[config.mk]
export PLATFORM = sky130hd
export DESIGN_NAME = nmf_ctrl
export DESIGN_NICKNAME = d
export VERILOG_FILES = /design/src/rtl/core/nmf_pkg.sv /design/src/rtl/core/nmf_ctrl.sv
export SDC_FILE = /design/constraint.sdc
export NUM_CORES = 1
export LEC_CHECK = 0
export BUFFER_PORTS_ARGS = -buffer_cell sky130_fd_sc_hd__buf_2
export CAP_MARGIN = 20
export CORE_MARGIN = 1.5
export CORE_UTILIZATION = 55
export DETAILED_ROUTE_END_ITERATION = 12
export GPL_TIMING_DRIVEN = 0
export PLACE_DENSITY = 0.81
export SLEW_MARGIN = 20
export SYNTH_ARGS = -nofsm -noshare
export SYNTH_HDL_FRONTEND = slang
export SYNTH_SLANG_ARGS = --single-unit
[constraint.sdc]
create_clock -name clk -period 3.45 [get_ports clk]
set_clock_uncertainty 0.15 [all_clocks]
set_input_delay 0.345 -clock clk [delete_from_list [all_inputs] [get_ports clk]]
set_output_delay 0.345 -clock clk [all_outputs]
set_load 0.005 [all_outputs]
[src/rtl/core/nmf_pkg.sv]
// Shared types, sizes and arithmetic helpers for the NMF multiplicative update block.
// No dependencies; imported by nmf_multiplicative_update_top, nmf_ctrl, nmf_datapath and nmf_div.
`timescale 1ns / 1ps
`default_nettype none

package nmf_pkg;

    localparam int ROWS   = 8;
    localparam int COLS   = 8;
    localparam int RANK   = 4;

    localparam int DATA_W = 32;
    localparam int FRAC_W = 20;
    localparam int ACC_W  = 48;
    localparam int ITER_W = 16;
    localparam int SIZE_W = 4;
    localparam int RANK_W = 3;
    localparam int CFG_W  = 16;
    localparam int CIDX_W = 2;

    localparam int I_W    = $clog2(ROWS);
    localparam int J_W    = $clog2(COLS);
    localparam int K_W    = $clog2(RANK);
    localparam int VR_AW  = $clog2(ROWS * COLS);
    localparam int W_AW   = $clog2(ROWS * RANK);
    localparam int H_AW   = $clog2(RANK * COLS);

    localparam logic [DATA_W-1:0] EPS     = 32'd10;
    localparam logic [DATA_W-1:0] ONE     = 32'h0010_0000;
    localparam logic [DATA_W-1:0] MAX_VAL = 32'hFFFF_FFFF;
    localparam logic [ITER_W-1:0] ITER_RESET = 16'd1000;

    typedef enum logic [1:0] {
        KIND_V     = 2'd0,
        KIND_W     = 2'd1,
        KIND_H     = 2'd2,
        KIND_START = 2'd3
    } kind_t;

    typedef enum logic [CIDX_W-1:0] {
        CFG_ITER = 2'd0,
        CFG_ROWS = 2'd1,
        CFG_COLS = 2'd2,
        CFG_RANK = 2'd3
    } cfg_idx_t;

    typedef enum logic [2:0] {
        MAC_NONE = 3'd0,
        MAC_WH   = 3'd1,
        MAC_RH   = 3'd2,
        MAC_WR   = 3'd3,
        MAC_SUMH = 3'd4,
        MAC_SUMW = 3'd5
    } mac_t;

    typedef struct packed {
        logic [I_W-1:0]    i;
        logic [J_W-1:0]    j;
        logic [K_W-1:0]    k;
        mac_t              mac;
        logic              acc_clr;
        logic              sum_wr;
        logic              scale_ld;
        logic              scale_h;
        logic              div_go;
        logic              div_scale;
        logic              wr_v;
        logic              wr_r;
        logic              wr_w;
        logic              wr_h;
        logic              wr_load;
        logic [DATA_W-1:0] ld_value;
        logic              out_ld;
        logic              out_h;
    } cmd_t;

    typedef struct packed {
        logic div_done;
    } stat_t;

    function automatic logic [DATA_W-1:0] sat_acc(input logic [ACC_W:0] x);
        logic [DATA_W-1:0] r;
        if (|x[ACC_W:DATA_W]) begin
            r = MAX_VAL;
        end
        else begin
            r = x[DATA_W-1:0];
        end
        return r;
    endfunction

endpackage

`default_nettype wire

[src/rtl/core/nmf_ctrl.sv]
// Controller: configuration registers, load decode and the update/emit sequencer.
// Depends on nmf_pkg; drives nmf_datapath through cmd_t and reads stat_t.
`timescale 1ns / 1ps
`default_nettype none

module nmf_ctrl (
    input  logic                       clk,
    input  logic                       rst_n,
    input  logic                       cfg_we,
    input  logic [nmf_pkg::CIDX_W-1:0] cfg_index,
    input  logic [nmf_pkg::CFG_W-1:0]  cfg_data,
    input  logic                       in_valid,
    output logic                       in_ready,
    input  logic [1:0]                 in_kind,
    input  logic [2:0]                 in_row,
    input  logic [2:0]                 in_col,
    input  logic [nmf_pkg::DATA_W-1:0] in_value,
    output logic                       out_valid,
    input  logic                       out_ready,
    output logic                       out_matrix_sel,
    output logic [2:0]                 out_row,
    output logic [2:0]                 out_col,
    output logic                       out_last,
    output nmf_pkg::cmd_t              cmd,
    input  nmf_pkg::stat_t             stat
);
    import nmf_pkg::*;

    typedef enum logic [15:0] {
        ST_IDLE    = 16'h0001,
        ST_R_MAC   = 16'h0002,
        ST_R_DRAIN = 16'h0004,
        ST_R_DIVGO = 16'h0008,
        ST_R_DIVW  = 16'h0010,
        ST_D_MAC   = 16'h0020,
        ST_D_DRAIN = 16'h0040,
        ST_D_FIN   = 16'h0080,
        ST_U_MAC   = 16'h0100,
        ST_U_DRAIN = 16'h0200,
        ST_U_SCALE = 16'h0400,
        ST_U_DIVGO = 16'h0800,
        ST_U_DIVW  = 16'h1000,
        ST_E_RD    = 16'h2000,
        ST_E_LD    = 16'h4000,
        ST_E_OUT   = 16'h8000
    } state_t;

    state_t            state_reg, state_next;
    logic [ITER_W-1:0] iter_reg;
    logic [SIZE_W-1:0] rows_reg, cols_reg;
    logic [RANK_W-1:0] rank_reg;
    logic [ITER_W-1:0] it_reg, it_next;
    logic [I_W-1:0]    i_reg, i_next;
    logic [J_W-1:0]    j_reg, j_next;
    logic [K_W-1:0]    k_reg, k_next;
    logic              hph_reg, hph_next;
    logic              esel_reg, esel_next;
    logic              drain_reg, drain_next;
    logic              ov_reg, ov_next;
    logic              sel_reg, sel_next;
    logic [2:0]        row_reg, row_next;
    logic [2:0]        col_reg, col_next;
    logic              last_reg, last_next;

    logic [SIZE_W-1:0] nr, nc;
    logic [RANK_W-1:0] nk;
    logic              i_last, j_last, k_last;

    always_comb
    begin
        priority if (rows_reg == '0)                 nr = SIZE_W'(1);
        else if (rows_reg > SIZE_W'(ROWS))           nr = SIZE_W'(ROWS);
        else                                         nr = rows_reg;
        priority if (cols_reg == '0)                 nc = SIZE_W'(1);
        else if (cols_reg > SIZE_W'(COLS))           nc = SIZE_W'(COLS);
        else                                         nc = cols_reg;
        priority if (rank_reg == '0)                 nk = RANK_W'(1);
        else if (rank_reg > RANK_W'(RANK))           nk = RANK_W'(RANK);
        else                                         nk = rank_reg;
    end

    assign i_last = (i_reg == I_W'(nr - SIZE_W'(1)));
    assign j_last = (j_reg == J_W'(nc - SIZE_W'(1)));
    assign k_last = (k_reg == K_W'(nk - RANK_W'(1)));

    always_ff @(posedge clk or negedge rst_n)
    begin
        if (!rst_n)
        begin
            iter_reg <= ITER_RESET;
            rows_reg <= SIZE_W'(ROWS);
            cols_reg <= SIZE_W'(COLS);
            rank_reg <= RANK_W'(RANK);
        end
        else if (cfg_we)
        begin
            unique case (cfg_idx_t'(cfg_index))
                CFG_ITER: iter_reg <= cfg_data[ITER_W-1:0];
                CFG_ROWS: rows_reg <= cfg_data[SIZE_W-1:0];
                CFG_COLS: cols_reg <= cfg_data[SIZE_W-1:0];
                CFG_RANK: rank_reg <= cfg_data[RANK_W-1:0];
            endcase
        end
    end

    always_comb
    begin
        state_next = state_reg;
        it_next    = it_reg;
        i_next     = i_reg;
        j_next     = j_reg;
        k_next     = k_reg;
        hph_next   = hph_reg;
        esel_next  = esel_reg;
        drain_next = drain_reg;
        ov_next    = ov_reg;
        sel_next   = sel_reg;
        row_next   = row_reg;
        col_next   = col_reg;
        last_next  = last_reg;
        in_ready   = 1'b0;

        cmd          = '0;
        cmd.mac      = MAC_NONE;
        cmd.i        = i_reg;
        cmd.j        = j_reg;
        cmd.k        = k_reg;
        cmd.ld_value = in_value;

        unique case (state_reg)
            ST_IDLE:
            begin
                in_ready    = 1'b1;
                cmd.wr_load = 1'b1;
                if (in_valid)
                begin
                    unique case (kind_t'(in_kind))
                        KIND_V:
                        begin
                            if ({1'b0, in_row} < nr && {1'b0, in_col} < nc)
                            begin
                                cmd.wr_v = 1'b1;
                                cmd.i    = I_W'(in_row);
                                cmd.j    = J_W'(in_col);
                            end
                        end
                        KIND_W:
                        begin
                            if ({1'b0, in_row} < nr && in_col < nk)
                            begin
                                cmd.wr_w = 1'b1;
                                cmd.i    = I_W'(in_row);
                                cmd.k    = K_W'(in_col);
                            end
                        end
                        KIND_H:
                        begin
                            if (in_row < nk && {1'b0, in_col} < nc)
                            begin
                                cmd.wr_h = 1'b1;
                                cmd.k    = K_W'(in_row);
                                cmd.j    = J_W'(in_col);
                            end
                        end
                        KIND_START:
                        begin
                            it_next    = iter_reg;
                            i_next     = '0;
                            j_next     = '0;
                            k_next     = '0;
                            hph_next   = 1'b0;
                            esel_next  = 1'b0;
                            drain_next = 1'b0;
                            state_next = (iter_reg == '0) ? ST_E_RD : ST_R_MAC;
                        end
                    endcase
                end
            end

            ST_R_MAC:
            begin
                cmd.mac     = MAC_WH;
                cmd.acc_clr = (k_reg == '0);
                if (k_last)
                begin
                    k_next     = '0;
                    state_next = ST_R_DRAIN;
                end
                else
                begin
                    k_next = k_reg + 1'b1;
                end
            end

            ST_R_DRAIN:
            begin
                drain_next = ~drain_reg;
                if (drain_reg)
                begin
                    state_next = ST_R_DIVGO;
                end
            end

            ST_R_DIVGO:
            begin
                cmd.div_go = 1'b1;
                state_next = ST_R_DIVW;
            end

            ST_R_DIVW:
            begin
                if (stat.div_done)
                begin
                    cmd.wr_r   = 1'b1;
                    state_next = ST_R_MAC;
                    if (j_last)
                    begin
                        j_next = '0;
                        if (i_last)
                        begin
                            i_next     = '0;
                            state_next = ST_D_MAC;
                        end
                        else
                        begin
                            i_next = i_reg + 1'b1;
                        end
                    end
                    else
                    begin
                        j_next = j_reg + 1'b1;
                    end
                end
            end

            ST_D_MAC:
            begin
                if (hph_reg)
                begin
                    cmd.mac     = MAC_SUMW;
                    cmd.acc_clr = (i_reg == '0);
                    if (i_last)
                    begin
                        i_next     = '0;
                        state_next = ST_D_DRAIN;
                    end
                    else
                    begin
                        i_next = i_reg + 1'b1;
                    end
                end
                else
                begin
                    cmd.mac     = MAC_SUMH;
                    cmd.acc_clr = (j_reg == '0);
                    if (j_last)
                    begin
                        j_next     = '0;
                        state_next = ST_D_DRAIN;
                    end
                    else
                    begin
                        j_next = j_reg + 1'b1;
                    end
                end
            end

            ST_D_DRAIN:
            begin
                drain_next = ~drain_reg;
                if (drain_reg)
                begin
                    state_next = ST_D_FIN;
                end
            end

            ST_D_FIN:
            begin
                cmd.sum_wr = 1'b1;
                if (k_last)
                begin
                    k_next     = '0;
                    state_next = ST_U_MAC;
                end
                else
                begin
                    k_next     = k_reg + 1'b1;
                    state_next = ST_D_MAC;
                end
            end

            ST_U_MAC:
            begin
                if (hph_reg)
                begin
                    cmd.mac     = MAC_WR;
                    cmd.acc_clr = (i_reg == '0);
                    if (i_last)
                    begin
                        i_next     = '0;
                        state_next = ST_U_DRAIN;
                    end
                    else
                    begin
                        i_next = i_reg + 1'b1;
                    end
                end
                else
                begin
                    cmd.mac     = MAC_RH;
                    cmd.acc_clr = (j_reg == '0);
                    if (j_last)
                    begin
                        j_next     = '0;
                        state_next = ST_U_DRAIN;
                    end
                    else
                    begin
                        j_next = j_reg + 1'b1;
                    end
                end
            end

            ST_U_DRAIN:
            begin
                drain_next = ~drain_reg;
                if (drain_reg)
                begin
                    state_next = ST_U_SCALE;
                end
            end

            ST_U_SCALE:
            begin
                cmd.scale_ld = 1'b1;
                cmd.scale_h  = hph_reg;
                state_next   = ST_U_DIVGO;
            end

            ST_U_DIVGO:
            begin
                cmd.div_go    = 1'b1;
                cmd.div_scale = 1'b1;
                state_next    = ST_U_DIVW;
            end

            ST_U_DIVW:
            begin
                cmd.div_scale = 1'b1;
                if (stat.div_done)
                begin
                    cmd.wr_w   = ~hph_reg;
                    cmd.wr_h   = hph_reg;
                    state_next = ST_U_MAC;
                    if (!hph_reg)
                    begin
                        if (k_last)
                        begin
                            k_next = '0;
                            if (i_last)
                            begin
                                i_next     = '0;
                                hph_next   = 1'b1;
                                state_next = ST_R_MAC;
                            end
                            else
                            begin
                                i_next = i_reg + 1'b1;
                            end
                        end
                        else
                        begin
                            k_next = k_reg + 1'b1;
                        end
                    end
                    else
                    begin
                        if (j_last)
                        begin
                            j_next = '0;
                            if (k_last)
                            begin
                                k_next   = '0;
                                hph_next = 1'b0;
                                it_next  = it_reg - 1'b1;
                                state_next = (it_reg == ITER_W'(1)) ? ST_E_RD : ST_R_MAC;
                            end
                            else
                            begin
                                k_next = k_reg + 1'b1;
                            end
                        end
                        else
                        begin
                            j_next = j_reg + 1'b1;
                        end
                    end
                end
            end

            ST_E_RD:
            begin
                state_next = ST_E_LD;
            end

            ST_E_LD:
            begin
                cmd.out_ld = 1'b1;
                cmd.out_h  = esel_reg;
                ov_next    = 1'b1;
                sel_next   = esel_reg;
                row_next   = esel_reg ? 3'(k_reg) : 3'(i_reg);
                col_next   = esel_reg ? 3'(j_reg) : 3'(k_reg);
                last_next  = esel_reg & k_last & j_last;
                state_next = ST_E_OUT;
            end

            ST_E_OUT:
            begin
                if (out_ready)
                begin
                    ov_next    = 1'b0;
                    state_next = ST_E_RD;
                    if (!esel_reg)
                    begin
                        if (k_last)
                        begin
                            k_next = '0;
                            if (i_last)
                            begin
                                i_next    = '0;
                                esel_next = 1'b1;
                            end
                            else
                            begin
                                i_next = i_reg + 1'b1;
                            end
                        end
                        else
                        begin
                            k_next = k_reg + 1'b1;
                        end
                    end
                    else
                    begin
                        if (j_last)
                        begin
                            j_next = '0;
                            if (k_last)
                            begin
                                k_next     = '0;
                                state_next = ST_IDLE;
                            end
                            else
                            begin
                                k_next = k_reg + 1'b1;
                            end
                        end
                        else
                        begin
                            j_next = j_reg + 1'b1;
                        end
                    end
                end
            end

            default:
            begin
                state_next = ST_IDLE;
            end
        endcase
    end

    always_ff @(posedge clk or negedge rst_n)
    begin
        if (!rst_n)
        begin
            state_reg <= ST_IDLE;
            it_reg    <= '0;
            i_reg     <= '0;
            j_reg     <= '0;
            k_reg     <= '0;
            hph_reg   <= 1'b0;
            esel_reg  <= 1'b0;
            drain_reg <= 1'b0;
            ov_reg    <= 1'b0;
            sel_reg   <= 1'b0;
            row_reg   <= '0;
            col_reg   <= '0;
            last_reg  <= 1'b0;
        end
        else
        begin
            state_reg <= state_next;
            it_reg    <= it_next;
            i_reg     <= i_next;
            j_reg     <= j_next;
            k_reg     <= k_next;
            hph_reg   <= hph_next;
            esel_reg  <= esel_next;
            drain_reg <= drain_next;
            ov_reg    <= ov_next;
            sel_reg   <= sel_next;
            row_reg   <= row_next;
            col_reg   <= col_next;
            last_reg  <= last_next;
        end
    end

    assign out_valid      = ov_reg;
    assign out_matrix_sel = sel_reg;
    assign out_row        = row_reg;
    assign out_col        = col_reg;
    assign out_last       = last_reg;

    a_out_only_in_emit: assert property (@(posedge clk) disable iff (!rst_n)
        ov_reg |-> (state_reg == ST_E_OUT))
        else $error("result beat offered outside the emit state");

    a_div_done_waited: assert property (@(posedge clk) disable iff (!rst_n)
        stat.div_done |-> (state_reg == ST_R_DIVW || state_reg == ST_U_DIVW))
        else $error("divider finished with no step waiting for it");

    a_load_only_idle: assert property (@(posedge clk) disable iff (!rst_n)
        (cmd.wr_load && (cmd.wr_v || cmd.wr_w || cmd.wr_h)) |-> (state_reg == ST_IDLE))
        else $error("load write issued while a run is in progress");

    a_emit_loads_beat: assert property (@(posedge clk) disable iff (!rst_n)
        (state_reg == ST_E_LD) |=> ov_reg)
        else $error("emit step did not present a result beat");

endmodule

`default_nettype wire
# Yosys cells after proc, flatten, opt, wreduce, memory -nomap -nowiden

Index checks and enable logic that the tools add are counted.

Word-level logic and storage cells: 238
Flip-flop bits (word level): 79
Output and inout port bits: 66
Bits of input ports: 64

Order comparisons: 7
Mux-type cells: 119
Add/sub/neg operators: 7
Reductions and logical operators: 36
Bitwise logic cells: 4
Eq/ne operators: 48

Operators by type and width:

| cell                                                                    | count |
|---|---|
| 16-bit 2-to-1 mux                                                       | 22 |
| 16-bit one-hot mux with 16 select lines                                 | 1 |
| 14-bit 2-to-1 mux                                                       | 7 |
| 3-bit 2-to-1 mux                                                        | 23 |
| 16-bit by 1-bit equality test with 1-bit output, second input constant  | 2 |
| 2-bit inequality test, second input constant                            | 16 |
| 16-bit one-hot mux with 2 select lines                                  | 1 |
| 2-bit 2-to-1 mux                                                        | 15 |
| 3-bit one-hot mux with 5 select lines                                   | 2 |
| 9-bit 2-to-1 mux                                                        | 3 |
| 1-bit 2-to-1 mux                                                        | 25 |
| 6-bit 2-to-1 mux                                                        | 3 |
| 16-bit by 10-bit equality test with 1-bit output, second input constant | 1 |
| 16-bit by 11-bit equality test with 1-bit output, second input constant | 1 |
| 16-bit by 12-bit equality test with 1-bit output, second input constant | 1 |
| 16-bit by 13-bit equality test with 1-bit output, second input constant | 1 |
| 16-bit by 14-bit equality test with 1-bit output, second input constant | 1 |
| 16-bit by 15-bit equality test with 1-bit output, second input constant | 1 |
| 16-bit equality test, second input constant                             | 1 |
| 16-bit by 2-bit equality test with 1-bit output, second input constant  | 1 |
| 16-bit by 3-bit equality test with 1-bit output, second input constant  | 1 |
| 16-bit by 4-bit equality test with 1-bit output, second input constant  | 1 |
| 16-bit by 5-bit equality test with 1-bit output, second input constant  | 1 |
| 16-bit by 6-bit equality test with 1-bit output, second input constant  | 1 |
| other kinds (46)                                                        | 89 |

# Longest topological paths before layout

Gate-level depths: netlist of run 1.

Depth in word-level cells: 10
Depth in mapped cells: 12
Gate-level depth less buffers: 10

# Worst setup path before layout of run 1

No wires, ideal clock.

Path type: flip-flop to output port
Start point: register state_reg[0]
End point: output port cmd[52] (netlist name)
Path slack: 0.551 ns
Data arrival time: 2.404 ns
Stages on the path, launching flop included: 8
Required time: 2.955 ns
Buffers on the path: 1
Path through: dfstp_2 buf_2 or4b_1 nor4_4 and2_4 o21ai_2 or3b_1 a21o_1

RTL lines:

| element                | RTL line        | source |
|---|---|---|
| from (decl)            | nmf_ctrl.sv:48  | `state_t state_reg, state_next;` |
| from (signal assigned) | nmf_ctrl.sv:494 | `state_reg <= state_next;` |
| to (decl)              | nmf_ctrl.sv:24  | `output nmf_pkg::cmd_t cmd,` |

==> results of run 1 <==
[layout make-up]
type                    count  area share [%]
multi-input cells         468            48.9
repair buffers            118            9.69
well taps                 136            2.47
flip-flops and latches     79            28.9
clock inverters             6           0.999
plain buffers              60            5.83
inverters                  25            1.36
clock buffers              10            1.85
[cells by family after synthesis]
family,Yosys count
XOR/XNOR,7
adder cells (fa/ha/maj),21
flip-flops,79
multiplexers,42
buffers and inverters,91
AO/OA/AOI/OAI,165
AND/OR/NAND/NOR,233
[report_power, final]
group / internal (mW) / switching [mW] / total (mW) / leakage, nW
Sequential: 1.13 / 0.203 / 1.33 / 0.981
Combinational: 0.819 / 1.08 / 1.90 / 2.00
Clock: 0.339 / 0.365 / 0.703 / 0.0968
[worst max-delay path: cells and delay by family (launching register included)]
| family | cells | cell delay [ns] |
|---|---|---|
| buffers and inverters | 4 | 0.58 |
| AO/OA/AOI/OAI | 2 | 0.39 |
| AND/OR/NAND/NOR | 4 | 1.16 |
| flip-flops | 1 | 0.38 |
[cell usage in the layout, fill, tap and decap left out, types with 19 or more instances in the layout]
cell     count
nand2_1     44
buf_4       57
nor2_1      39
dfrtp_1     66
inv_1       25
mux2_2      29
buf_2      101
nand3_1     19
nand4_1     21
o21ai_0     45
ha_1        21
a21oi_1     28
[what timing repair did]
item | in CTS | in global routing
hold buffers | 1 | 0
endpoints found under the hold margin | 24 | 0
resized for setup | 8 | 18
endpoints found under the setup margin | 20 | 14
setup buffers | 2 | 17
cloned | 0 | 0
pin swaps | 3 | 8
[routing by layer]
layer	routed length [µm]	up-vias	share of wire, %	global-route usage, %
met5	0	-	0	0
met4	381	0	2.3	10.7
met3	1270	41	7.5	4.39
met2	7790	300	46	47.4
met1	7330	2748	44	41.5
li1	-	2612	-	-
[final timing paths]
| check | endpoint | slack (ns) | depth (start not counted) |
|---|---|---|---|
| max reg2reg | it_reg[3] | 0.17 | 11 |
| min in group asynchronous | iter_reg[12] | 0.29 | 2 |
| max in group asynchronous | rank_reg[2] | 2.21 | 3 |
| min reg2reg | out_valid | 0.33 | 2 |
| min | iter_reg[12] | 0.06 | 2 |
| max | cmd[50] | 0.09 | 10 |
==> flow_summary.yaml, run 1 <==
critical_path:
  worstPathArrival_ns: 2.87
  startpoint: "state_reg[13]"
  r2r-start: "cols_reg[1]"
  crit_fanout: 10
  slowest_delay_ns: 0.53
  cp-start-kind: "flip-flop"
  crit_top_cell: "buf_6"
  worst_setup_path_end_kind: "output pin"
  required_ns: 2.95
  worstSetupPathType: "reg2out"
  slowest_stage: "or4_1"
  path_cells: "buf_6 > or4_1 > buf_6 > nor4_4 > and2_4 > buf_4 > nand2_1 > o21ai_0 > a221o_1 > buf_2"
yosys:
  synth-xor-area-share_pct: 1.06
  synth_mux_area_share_pct: 7.96
  ys_types: 79
  synth-edff-count: 0
  ys_top_cells_by_count: "dfrtp_1, nand2_1, o21ai_0, nor2_1, buf_4"
  synthTopCellsByArea: "dfrtp_1, mux2_2, buf_4"
  synth_adder_area_share_pct: 4.53
  synthArstFlopShare_pct: 100
  synth_compound_area_share_pct: 18.7
  synth_most_common_cell: "dfrtp_1"
  syn_area_per_cell_um2: 9.09
  synthCells: 638
  syn_area_um2: 5800
  synth-main-ff-cell: "dfrtp_1"
  netlist.area_leader.share_pct: 29.8
  synth_top_cell_by_area: "dfrtp_1"
  ys_ff_latch: 79
  synth_nets: 723
  synth_top_family_by_area: "simple AND/OR/NAND/NOR gates"
  synth_simple_gate_area_share_pct: 24.6
  synth_seq_area_share_pct: 34.3
  ys.warnings.count: 0
timing:
  worstMarginPinSlew_ns: 0.978
  fin_tns_setup_ns: 0
  finalSetupViolations: 0
  post-route-period-util_pct: 97.5
  slew_headroom_pct: 34.6
  holdWs_ns: 0.0627
  post-route-min-period_ns: 3.36
  rsz0062_at_grt: "yes"
  max_freq_ghz: 0.297
  finalHoldViolCount: 0
  report.final.slew_viol_count: 0
  setup_ws_ns: 0.0861
grt:
  grt_start_max_net_pins: 55
  grt_overflow: 0
  grt_first_pass_wirelength_um: 26500
  antenna_found_initial: 0
  first_global_vias: 5276
  grt_use_total_pct: 29.8
floorplanning:
  initial_core_util_pct: 56.5
  dieWidth_um: 106
  rows: 37
  core_um2: 10300
  die_area_um2: 11200
  fp.dieH_um: 106
  ios: 130
cells_and_area:
  fillerInstances: 876
  drive_gt1_share_pct: 34.2
  fin_nets: 846
  postLayoutCellArea_um2: 6890
  fin_util_pct: 67.1
  layoutNonFillerInstCount: 902
  areaGrowthSynthToFinish_pct: 18.8
  antenna_cells: 0
  multi_input_area_um2: 3370
  seq_area_um2: 1990
clock_tree:
  cts_buffer_depth: 2
  clk_latency_ns: 0.36
  clkTransAtPathRegs_ns: 0.09
  clock_sinks: 79
  cts_root_buf: "clkbuf_8"
  cts_max_level: 3
  numCtsBuffers: 9
  cts_tree: "done"
placed_design:
  place.gp.congestion: 0.951
  dp_cells: 872
  place_ws_ns: -0.0332
  port_buffers: 97
  placed_area_um2: 6490
  dp_hpwl_um: 12500
drt:
  wl_um: 16800
  drc: 0
  first_pass_iters: 5
  num_vias: 5701
  via_per_inst: 6.32
  drtIter0Drc: 405
  wl_per_cell_um: 18.6
  ant_nets: 0
min_path:
  hold_class: "in2reg"
  hp-start: "cfg_data[12]"
power:
  total_power_mw: 3.94
  pwr_density_cell_nw_per_um2: 572
  power.leakage_nw: 3.08
  ir_drop_uv: 476
status:
  outcome: "completed"
flow_run:
  maxCapViolCount: 0
(Power assumes the default switching activity.)
==> run 2, diff against run 1 <==
--- a/config.mk
+++ b/config.mk
@@ -7,11 +7,13 @@
 export LEC_CHECK = 0
 export BUFFER_PORTS_ARGS = -buffer_cell sky130_fd_sc_hd__buf_2
 export CAP_MARGIN = 20
+export CELL_PAD_IN_SITES_DETAIL_PLACEMENT = 0
+export CELL_PAD_IN_SITES_GLOBAL_PLACEMENT = 1
 export CORE_MARGIN = 1.5
-export CORE_UTILIZATION = 55
+export CORE_UTILIZATION = 42
 export DETAILED_ROUTE_END_ITERATION = 12
 export GPL_TIMING_DRIVEN = 0
-export PLACE_DENSITY = 0.81
+export PLACE_DENSITY_LB_ADDON = 0.1
 export SLEW_MARGIN = 20
 export SYNTH_ARGS = -nofsm -noshare
 export SYNTH_HDL_FRONTEND = slang
==> flow_summary.yaml, run 2 (synthesis gave the netlist of run 1 again) <==
critical_path:
  worstPathArrival_ns: 2.90
  worstSetupPathType: "reg2out"
  worst-path-buf-inv: 3
  cp-start-kind: "flip-flop"
  required_ns: 2.95
  slowest_delay_ns: 0.56
  crit_family: "simple AND/OR/NAND/NOR gates"
  worst_setup_path_end_kind: "output pin"
  path_cells: "or4_1 > buf_6 > nor4_4 > buf_4 > and2_4 > o21ai_2 > or3b_1 > a21o_1 > buf_2"
  slowest_stage: "or4_1"
  crit_fanout: 8
drt:
  wl_met2_um: 7950
  top_layer_used: "met4"
  wl_met3_um: 1150
  wl_um: 17200
  first_pass_iters: 5
  wl_met1_um: 7780
  drc: 0
  via_per_inst: 5.88
  ant_nets: 0
  num_vias: 5494
  wl_per_cell_um: 18.4
  drtIter0Drc: 376
power:
  power.leakage_nw: 3.08
  p_int_mw: 2.45
  comb_power_share_pct: 45.6
  p_clk_share_pct: 22.4
  pwr-share-seq_pct: 32.0
  swShare_pct: 41.0
  switching_power_mw: 1.71
  pwr_density_cell_nw_per_um2: 595
  ir_drop_uv: 410
clock_tree:
  cts_buffer_depth: 2
  numCtsBuffers: 9
  cts_root_buf: "clkbuf_16"
  clk_latency_ns: 0.36
  clock_sinks: 79
  cts_tree: "done"
  clkTransAtPathRegs_ns: 0.06
  cts_max_level: 3
cells_and_area:
  mostFrequentLayoutCell: "buf_2"
  fin_nets: 839
  layoutNonFillerInstCount: 935
  antenna_cells: 0
  final_cell_mix: "buf_2, dfrtp_1, buf_4"
  postLayoutCellArea_um2: 6990
  areaGrowthSynthToFinish_pct: 20.5
  drive_gt1_share_pct: 33.7
timing:
  worstMarginPinSlew_ns: 1.04
  report.final.slew_viol_count: 0
  holdWs_ns: 0.0660
  post-route-min-period_ns: 3.40
  slew_headroom_pct: 29.9
  max_freq_ghz: 0.294
  finalHoldViolCount: 0
  finalSetupViolations: 0
  post-route-period-util_pct: 98.5
flow_run:
  maxCapViolCount: 0
floorplanning:
  ios: 130
  core_um2: 13300
  fp.dieH_um: 121
  die_area_um2: 14500
  dieWidth_um: 121
  rows: 42
  initial_core_util_pct: 43.5
grt:
  antenna_found_initial: 0
  first_global_vias: 5254
  grt_use_total_pct: 24.5
  grt_first_pass_wirelength_um: 28000
  grt_start_max_net_pins: 42
  grt_overflow: 0
placed_design:
  place.gp.congestion: 0.886
  dp_cells: 912
  port_buffers: 97
  dp_hpwl_um: 12900
  placed_area_um2: 6530
min_path:
  hold_class: "in2reg"
status:
  outcome: "completed"
[run 2: cell types whose count changed in the layout (fill, tap and decap cells not counted), moves of 3 or more]
cell	previous run	this run
clkbuf_8	9	0
o21ai_1	3	7
o21ai_0	45	41
inv_6	1	4
clkbuf_16	0	9
buf_4	57	48
[run 2: cell type report]
type | instances | area (µm²)
Fill cell | 1282 | 6350
Multi-Input combinational cell | 468 | 3390
Sequential cell | 79 | 1990
Timing Repair Buffer | 110 | 601
Buffer | 61 | 409
Clock buffer | 9 | 225
Tap cell | 176 | 220
Inverter | 25 | 93.8
Clock inverter | 7 | 61.3
[run 2: final timing paths]
check | startpoint | to | slack (ns) | cells past startpoint
worst max register to register | rows_reg[1] | state_reg[8] | 0.12 | 9
worst min register to register | out_row[2] | out_row[2] | 0.32 | 2
max in group asynchronous | rst_n | iter_reg[9] | 2.10 | 3
min in group asynchronous | rst_n | out_col[0] | 0.37 | 2
worst min-delay path | cfg_data[12] | iter_reg[12] | 0.07 | 2
worst max-delay path | state_reg[9] | cmd[52] | 0.05 | 9
[run 2: timing repair]
| action | in CTS | in global routing |
|---|---|---|
| gates resized for setup | 6 | 25 |
| endpoints found under the setup margin | 19 | 24 |
| setup buffers | 4 | 7 |
| hold endpoints to repair | 39 | 0 |
| pin swaps | 5 | 5 |
| hold buffers | 1 | 0 |
[run 2: per-stage QoR]
step	TNS, ns	utilization [%]	power (mW)	setup slack [ns]
final	0	52.4	4.16	0.0514
after detailed placement	-1.18	48.9	3.06	-0.141
after floorplan	0	-	2.55	0.551
after global routing	-0.0302	52.4	4.42	-0.0302
after global placement	-0.462	48.8	3.03	-0.0572
after CTS	0	51.4	4.06	0.00444
[run 2: per-layer routing]
layer / up-vias / global-route usage, %
li1: 2590 / -
met1: 2657 / 34.3
met2: 224 / 38.7
met3: 23 / 4.43
met4: 0 / 7.65
met5: - / 0
[run 2: power by group through the flow]
| stage | registers [mW] | clock network (mW) | logic [mW] |
|---|---|---|---|
| detailed placement | 1.31 | 0 | 1.75 |
| global placement | 1.31 | 0 | 1.72 |
| floorplan | 1.26 | 0 | 1.29 |
| CTS | 1.32 | 0.958 | 1.79 |
| global route | 1.36 | 0.990 | 2.07 |
| finish | 1.33 | 0.932 | 1.90 |
==> run 3, diff against run 2 <==
==> constraint.sdc (replaced) <==
create_clock -name clk -period 3.9 [get_ports clk]
set_clock_uncertainty 0.15 [all_clocks]
set_input_delay 0.39 -clock clk [delete_from_list [all_inputs] [get_ports clk]]
set_output_delay 0.39 -clock clk [all_outputs]
set_load 0.005 [all_outputs]
==> flow_summary.yaml, run 3 (synthesis gave the netlist of run 1 again) <==
critical_path:
  worstRegToRegCells: 11
  r2r-start: "cols_reg[1]"
  worst_setup_path_end_kind: "output pin"
  worstSetupPathType: "reg2out"
  crit_cells: 10
  crit_fanout: 9
  r2r-end: "it_reg[5]"
  worst-r2r-setup-slack_ns: 0.39
  crit_top_cell: "o21ai_0"
  startpoint: "rows_reg[3]"
  worst-path-buf-inv: 2
  slowest_stage: "nor4b_1"
  critPathCapture: "cmd[48]"
  required_ns: 3.36
  slowest_delay_ns: 0.70
  worstPathArrival_ns: 3.19
  crit_family: "compound AO/OA/AOI/OAI gates"
  cp-start-kind: "flip-flop"
  path_cells: "inv_1 > nand2_1 > ha_1 > o21ai_0 > a21oi_1 > o21a_1 > nor4b_1 > a22oi_1 > o21ai_0 > buf_2"
clock_tree:
  cts_buffer_depth: 2
  numCtsBuffers: 9
  cts_root_buf: "clkbuf_16"
  cts_resized: 0
  clkTransAtPathRegs_ns: 0.07
  clk_latency_ns: 0.35
  clock_sinks: 79
  cts_tree: "done"
  cts_max_level: 3
cells_and_area:
  final_cell_mix: "buf_2, dfrtp_1, nand2_1"
  seq_area_um2: 1990
  fin_nets: 833
  fillerInstances: 1296
  fin_util_pct: 51.2
  areaGrowthSynthToFinish_pct: 17.7
  mostFrequentLayoutCell: "buf_2"
  antenna_cells: 0
  drive_gt1_share_pct: 30.4
  multi_input_area_um2: 3300
power:
  power.leakage_nw: 3.02
  swShare_pct: 41.2
  comb_power_share_pct: 44.4
  pwr_density_cell_nw_per_um2: 520
  p_clk_share_pct: 23.2
  ir_drop_uv: 366
  switching_power_mw: 1.46
  pwr-share-seq_pct: 32.4
  p_int_mw: 2.09
timing:
  report.final.slew_viol_count: 0
  post-route-period-util_pct: 95.7
  worstMarginPinSlew_ns: 1.06
  max_freq_ghz: 0.268
  fin_tns_setup_ns: 0
  post-route-min-period_ns: 3.73
  slew_headroom_pct: 28.5
  finalSetupViolations: 0
  finalHoldViolCount: 0
  rsz0062_at_grt: "no"
floorplanning:
  core_um2: 13300
  ios: 130
  initial_core_util_pct: 43.5
  rows: 42
  fp.dieH_um: 121
  dieWidth_um: 121
  die_area_um2: 14500
flow_run:
  maxCapViolCount: 0
drt:
  drc: 0
  drtIter0Drc: 465
  num_vias: 5410
  wl_um: 17000
  wl_per_cell_um: 18.3
  ant_nets: 0
  first_pass_iters: 5
  via_per_inst: 5.82
placed_design:
  place.gp.congestion: 0.886
  port_buffers: 97
  dp_hpwl_um: 12900
grt:
  first_global_vias: 5225
  grt_use_total_pct: 24.4
  grt_first_pass_wirelength_um: 27900
  grt_start_max_net_pins: 42
  grt_overflow: 0
  antenna_found_initial: 0
status:
  outcome: "completed"
min_path:
  hold_class: "in2reg"
==> run 3: worst min-delay path by stage <==
stage                 start           end  slack, ns  depth (start not counted)
4_1_cts         cfg_data[4]   iter_reg[4]       0.10                          2
2_1_floorplan         rst_n   cols_reg[0]      -0.06                          0
3_3_place_gp      out_valid     out_valid       0.30                          2
6_report       cfg_data[12]  iter_reg[12]       0.11                          2
5_1_grt        cfg_data[12]  iter_reg[12]       0.11                          2
3_5_place_dp          rst_n    out_col[0]       0.27                          1
==> run 3: final cells by class <==
type                    count  share of cell area [%]
multi-input cells         468                    48.3
flip-flops and latches     79                    29.1
repair buffers            100                    7.69
plain buffers              65                    6.06
clock buffers               9                    3.30
well taps                 176                    3.22
inverters                  25                    1.37
clock inverters             7                   0.898
==> run 3: metrics by stage <==
stage	std cells	area [µm²]	hold slack (ns)	total power, mW	setup WS, ns
6_report	929	6830	0.112	3.55	0.169
5_1_grt	929	6830	0.113	3.79	0.00304
4_1_cts	929	6830	0.104	3.55	0.147
3_5_place_dp	912	6530	0.267	2.70	0.309
3_3_place_gp	911	6510	0.303	2.68	0.393
2_1_floorplan	638	5800	-0.0556	2.26	0.956
==> run 3: worst reg2reg max path: stages, from the launching register on <==
cell,delay (ns)
dfrtp_1,0.39
o21bai_1,0.26
and2_1,0.22
inv_1,0.05
ha_1,0.31
xnor2_1,0.13
a31oi_1,0.19
o211a_1,0.49
a41oi_1,0.40
nor2_1,0.34
buf_2,0.31
a21oi_1,0.13
==> run 3: layer usage <==
layer	global-route usage (%)	wire, µm	share of wire [%]	up-vias
met1	34.4	8020	47	2602
met5	0	0	0	-
met3	5.19	991	5.8	24
met4	6.03	235	1.4	0
li1	-	-	-	2581
met2	38.2	7740	46	203
==> run 3: power by group through the flow <==
stage | registers (mW) | logic (mW) | clock network, mW
floorplan | 1.12 | 1.14 | 0
global placement | 1.16 | 1.52 | 0
detailed placement | 1.16 | 1.54 | 0
CTS | 1.15 | 1.55 | 0.847
global route | 1.18 | 1.74 | 0.877
finish | 1.15 | 1.58 | 0.826
==> run 3: repair_timing <==
item,in CTS,in global routing
setup buffers,0,1
endpoints found under the hold margin,39,0
hold buffers,1,0
endpoints found under the setup margin,0,5
